File: config.mk
export PLATFORM = sky130hd
export DESIGN_NAME = spta_cell
export DESIGN_NICKNAME = d
export VERILOG_FILES = /design/src/sv/spta_pkg.sv /design/src/sv/spta_cell.sv
export SDC_FILE = /design/constraint.sdc
export NUM_CORES = 1
export LEC_CHECK = 0
export BUFFER_PORTS_ARGS = -buffer_cell sky130_fd_sc_hd__buf_2
export CAP_MARGIN = 5
export CORE_MARGIN = 4
export CORE_UTILIZATION = 37
export DETAILED_ROUTE_END_ITERATION = 10
export PLACE_DENSITY = 0.83
export SLEW_MARGIN = 20
export SYNTH_ARGS = -nofsm -noshare
export SYNTH_HDL_FRONTEND = slang
export SYNTH_SLANG_ARGS = --single-unit
File: constraint.sdc
create_clock -name aclk -period 1.9 [get_ports aclk]
set_input_delay 0 -clock aclk [delete_from_list [all_inputs] [get_ports aclk]]
set_output_delay 0 -clock aclk [all_outputs]
set_load 0.02 [all_outputs]
File: src/sv/spta_pkg.sv
// shared types and constants for the sparse polynomial term accumulator
package spta_pkg;

    localparam int TableDepthDefault = 32;
    localparam int ExpW   = 13;
    localparam int CoeffW = 32;

    typedef enum logic [1:0] {
        OP_ACC   = 2'd0,
        OP_DRAIN = 2'd1,
        OP_CLEAR = 2'd2,
        OP_NONE  = 2'd3
    } op_t;

    typedef enum logic [2:0] {
        ST_ZERO    = 3'd0,
        ST_MERGED  = 3'd1,
        ST_REMOVED = 3'd2,
        ST_APPEND  = 3'd3,
        ST_FULL    = 3'd4,
        ST_SAT     = 3'd5,
        ST_DRAINED = 3'd6,
        ST_CLEARED = 3'd7
    } status_t;

    typedef struct packed {
        logic signed [ExpW-1:0]   q;
        logic signed [ExpW-1:0]   t;
        logic signed [CoeffW-1:0] c;
    } term_t;

    // command broadcast from the controller to every cell
    typedef struct packed {
        logic  match_en;   // compare against key
        logic  remove;     // close up at the flagged cell
        logic  shift;      // drain rotation: take the right neighbor
        logic  load;       // write key at the tail cell
        term_t key;
    } cell_cmd_t;

endpackage

File: src/sv/spta_cell.sv
// one storage cell of the term chain: compare, merge write-back, close-up and rotate
module spta_cell
    import spta_pkg::*;
(
    input  logic      aclk,
    input  logic      is_tail,     // this cell is the first free slot
    input  logic      removing,    // at or after the cell being removed
    input  cell_cmd_t cmd,
    input  logic      merge_we,    // write back the merged coefficient
    input  logic signed [CoeffW-1:0] merge_c,
    input  term_t     right_term,
    output term_t     term,
    output logic      hit
);

    term_t term_reg;
    term_t term_next;

    assign term = term_reg;
    assign hit  = cmd.match_en && term_reg.q == cmd.key.q && term_reg.t == cmd.key.t;

    always_comb begin
        term_next = term_reg;
        if (cmd.shift || (cmd.remove && removing)) begin
            term_next = right_term;
        end else if (cmd.load && is_tail) begin
            term_next = cmd.key;
        end else if (merge_we) begin
            term_next.c = merge_c;
        end
    end

    always_ff @(posedge aclk) begin
        term_reg <= term_next;
    end

endmodule

Word-level counts from Yosys, hierarchy flattened
Index checks and enable logic that the tools add are counted.
- reduce and logical (&&, ||, !) cells: 7
- equality and inequality tests: 2
- mux-type cells: 4
- operators with widths (cell ; number):
    32-bit 2-to-1 mux ; 2
    58-bit 2-to-1 mux ; 1
    13-bit == test ; 2
    26-bit 2-to-1 mux ; 1
    1-bit logical AND ; 4
    3-bit nonzero test ; 1
    2-bit nonzero test ; 1
    1-bit logical OR ; 1
- word-level logic and storage cells: 16
- output and inout port bits: 59
- input port bits: 156
- flip-flop bits (word level): 58

Depth between registers and ports, before layout
- word-level depth: 3
- gate-level depth with buffers: 4
- depth with buffers taken out: 4

Worst setup path after synthesis
No wires, ideal clock.
- path kind: input port to flip-flop
- start: input port cmd[60] (netlist name)
- end: register term_reg (netlist bit term[0]), enable pin
- library setup time: 0.330 ns
- setup slack: -0.157 ns
- stages: 4
- buffers on the path: 1
- arrival: 1.728 ns
- cells stage by stage: a21oi_2 > buf_2 > nand2_1 > or2_2
- cells in the longest elaborated chain, start to end: 3
- RTL lines (element ; RTL line ; source):
    start: declaration ; spta_cell.sv:8 ; input cell_cmd_t cmd,
    1-bit logical AND ; spta_cell.sv:24 ; if (cmd.shift || (cmd.remove && removing)) begin
    1-bit logical OR ; spta_cell.sv:24 ;
    3-bit nonzero test (no line) ; -- ;
    end signal: assignment ; spta_cell.sv:34 ; term_reg <= term_next;
    end: declaration ; spta_cell.sv:16 ; term_t term_reg;
Every way passes these cells.
A chain may end at the register's enable or synchronous reset.

Worst setup path after layout
- start: register term_reg (netlist bit term[45])
- end: output port hit
- cells in the longest elaborated chain, start to end: 3
- RTL lines (element ; RTL line ; source):
    13-bit == test ; spta_cell.sv:20 ; assign hit = cmd.match_en && term_reg.q == cmd.key.q && term_reg.t == cmd.key.t;
    1-bit logical AND (2 in series) ; spta_cell.sv:20 ;
    end: declaration ; spta_cell.sv:13 ; output logic hit
Every way passes these cells.

==> impl_metrics.ini <==
[sta]
setup_viol = 1
maxSlewHeadroom = 0.632
post-route-period-util = 1.03
slew_viol_final = 0
setup_ws_ns = -0.0566
holdWs_ns = 0.0173
fin_crit_ns = 1.96
fmax_mhz = 511
rsz0062_at_grt = yes
tightest_slew_ns = 0.552
hold_violations = 0

[placement]
place_congestion = 0.822
placed_area_mm2 = 0.00422
io_buffers = 214
dp.cells = 541
detailed_place_hpwl_um = 6920

[synthesis]
yosysTopAreaCellShare = 0.580
syn_area_mm2 = 0.00300
syn_nets = 387
ys_top_cells_by_area = edfxtp_1 (58%), mux2i_1 (11%), mux2_2 (9.7%), xnor2_1 (7.6%), a21oi_1 (5.3%)
synth-edff-count = 58
synth_area_per_cell_um2 = 13.0
yosysMostFrequentCell = edfxtp_1
synth_top_area_cell = edfxtp_1
ys_top_cells_by_count = edfxtp_1 (58), a21oi_1 (32), mux2i_1 (32), nor2_1 (32)
synth_ff_type = edfxtp_1
synthCells = 231
synth-warning-count = 0
async_reset_ff_frac = 0
synthDistinctLibCells = 15
ys_seq_area_frac = 0.580
synth-seq-cells = 58

[worst_hold_path]
hold_depth = 3
hold_path.class = input port to register
worstHoldStart = right_term[9]
hold_path_end = term[9]

[layout]
largest_reg_flops = 58
area_delta_synth_final_pct = 62.0
stdcell_area_mm2 = 0.00487
layout-drive-gt1-share = 0.526
fin_cells = 606
fillers = 614
nets = 654
fin_util = 0.623

[routing]
num_vias = 2864
wl_per_cell_um = 15.9
postRouteAntennaNets = 0
drt_iter0_drc = 72
drc_errors = 0
dr.pass1.iters = 4
vias_per_cell = 4.73
drt-total-wl_um = 9620

[worst_setup_path]
path_cells = xnor2_1, nand4_1, or4_4, nor4_2, buf_4
cpLargestDelayFamily = simple AND/OR/NAND/NOR gates
path_buf_inv = 1
worstSetupPathType = register to output pin
slowest_stage = or4_4
endpoint_kind = output pin
critPathArrivalTime_ns = 1.96
path_max_fanout = 2
critical-path-max-stage-delay_ns = 0.56
worst-endpoint-required_ns = 1.90
crit_path_start_kind = register

[floorplan]
die_y_um = 98.1
start_util = 0.385
die_w_um = 98.1
row_count = 32
die-area_mm2 = 0.00962
io_pins = 215
core_mm2 = 0.00781

[clock_network]
cts.clk_slew.worst_paths_ns = 0.06
cts_tree = built
cts_root_buffer = clkbuf_8
cts_max_level = 3
cts.sinks = 58
numCtsBuffers = 9
clockBufferDepth = 2

[status]
status = complete, but fails checks
violations = setup timing

[power]
total_power_w = 0.00359
ir_drop_v = 0.000349
power_leakage_nw = 2.28
power_density_mw_per_mm2 = 738

[global_routing]
grt_pass1_vias = 2995
grt-ovfl-total = 0
grt_pass1_wl_um = 14600
antenna_found_initial = 2
grt_max_degree = 61
track_usage = 0.192

[run]
maxCapViolations = 0
[logic make-up after synthesis]
family / after synthesis / share of synthesized area
flip-flops: 58 / 0.580
AND/OR/NAND/NOR: 44 / 0.0654
multiplexers: 58 / 0.204
AO/OA/AOI/OAI: 33 / 0.0562
XOR/XNOR: 26 / 0.0758
buffers and inverters: 12 / 0.0187
[how the worst max path moves through the flow]
stage | startpoint | to | depth (start not counted) | slack (ns)
final | term[45] | hit | 5 | -0.06
after global routing | term[45] | hit | 5 | -0.13
after CTS | term[39] | hit | 5 | -0.02
after detailed placement | term[39] | hit | 5 | 0.14
after global placement | term[37] | hit | 5 | 0.20
after floorplan | cmd[60] | term[0] | 4 | 0.03
[what timing repair did]
item	CTS	global route
hold endpoints to repair	36	1
resized for setup	2	1
pin swaps	4	0
setup buffers	0	0
hold buffers	47	1
setup endpoints to repair	1	1
gates cloned	0	0
[area by class of cell]
type	instances	area, um^2	share of cell area
tap	102	128	0.0262
antenna	2	5.00	0.00103
multi-input combinational	161	1230	0.253
timing repair buffer	268	1610	0.331
clock inverter	5	22.5	0.00463
sequential	58	1740	0.358
clock buffer	10	128	0.0262
[layer usage]
metal  up-vias  GRT usage  share of wire
met2       136      0.353           0.54
met4         0     0.0745          0.028
met3        21     0.0636          0.078
met1      1314      0.202           0.35
met5         -          0              0
li1       1393          -              -
[power by group]
| group | switching (W) | internal [W] | leakage [nW] | total [W] |
|---|---|---|---|---|
| Clock | 0.000446 | 0.000449 | 0.0808 | 0.000895 |
| Combinational | 0.000542 | 0.000477 | 1.61 | 0.00102 |
| Sequential | 0.0000690 | 0.00161 | 0.590 | 0.00168 |
[through the flow]
stage / setup slack, ns / TNS (ns)
4_1_cts: -0.0244 / -0.0244
3_3_place_gp: 0.199 / 0
6_report: -0.0566 / -0.0566
5_1_grt: -0.126 / -0.126
2_1_floorplan: 0.0305 / 0
3_5_place_dp: 0.142 / 0
[cells in the final DEF (no fill, tap or decap), types with 3 or more instances in the layout]
cell type / netlist / routed
xnor2_1: 26 / 25
buf_2: 9 / 213
clkinv_2: 0 / 3
mux2_2: 26 / 26
nand4_1: 6 / 6
buf_4: 0 / 6
edfxtp_1: 58 / 58
mux2i_1: 32 / 32
a21oi_1: 32 / 32
clkbuf_8: 0 / 9
dlygate4sd3_1: 0 / 48
nor2_1: 32 / 32
No activity file was read; power rests on OpenSTA's default activity.
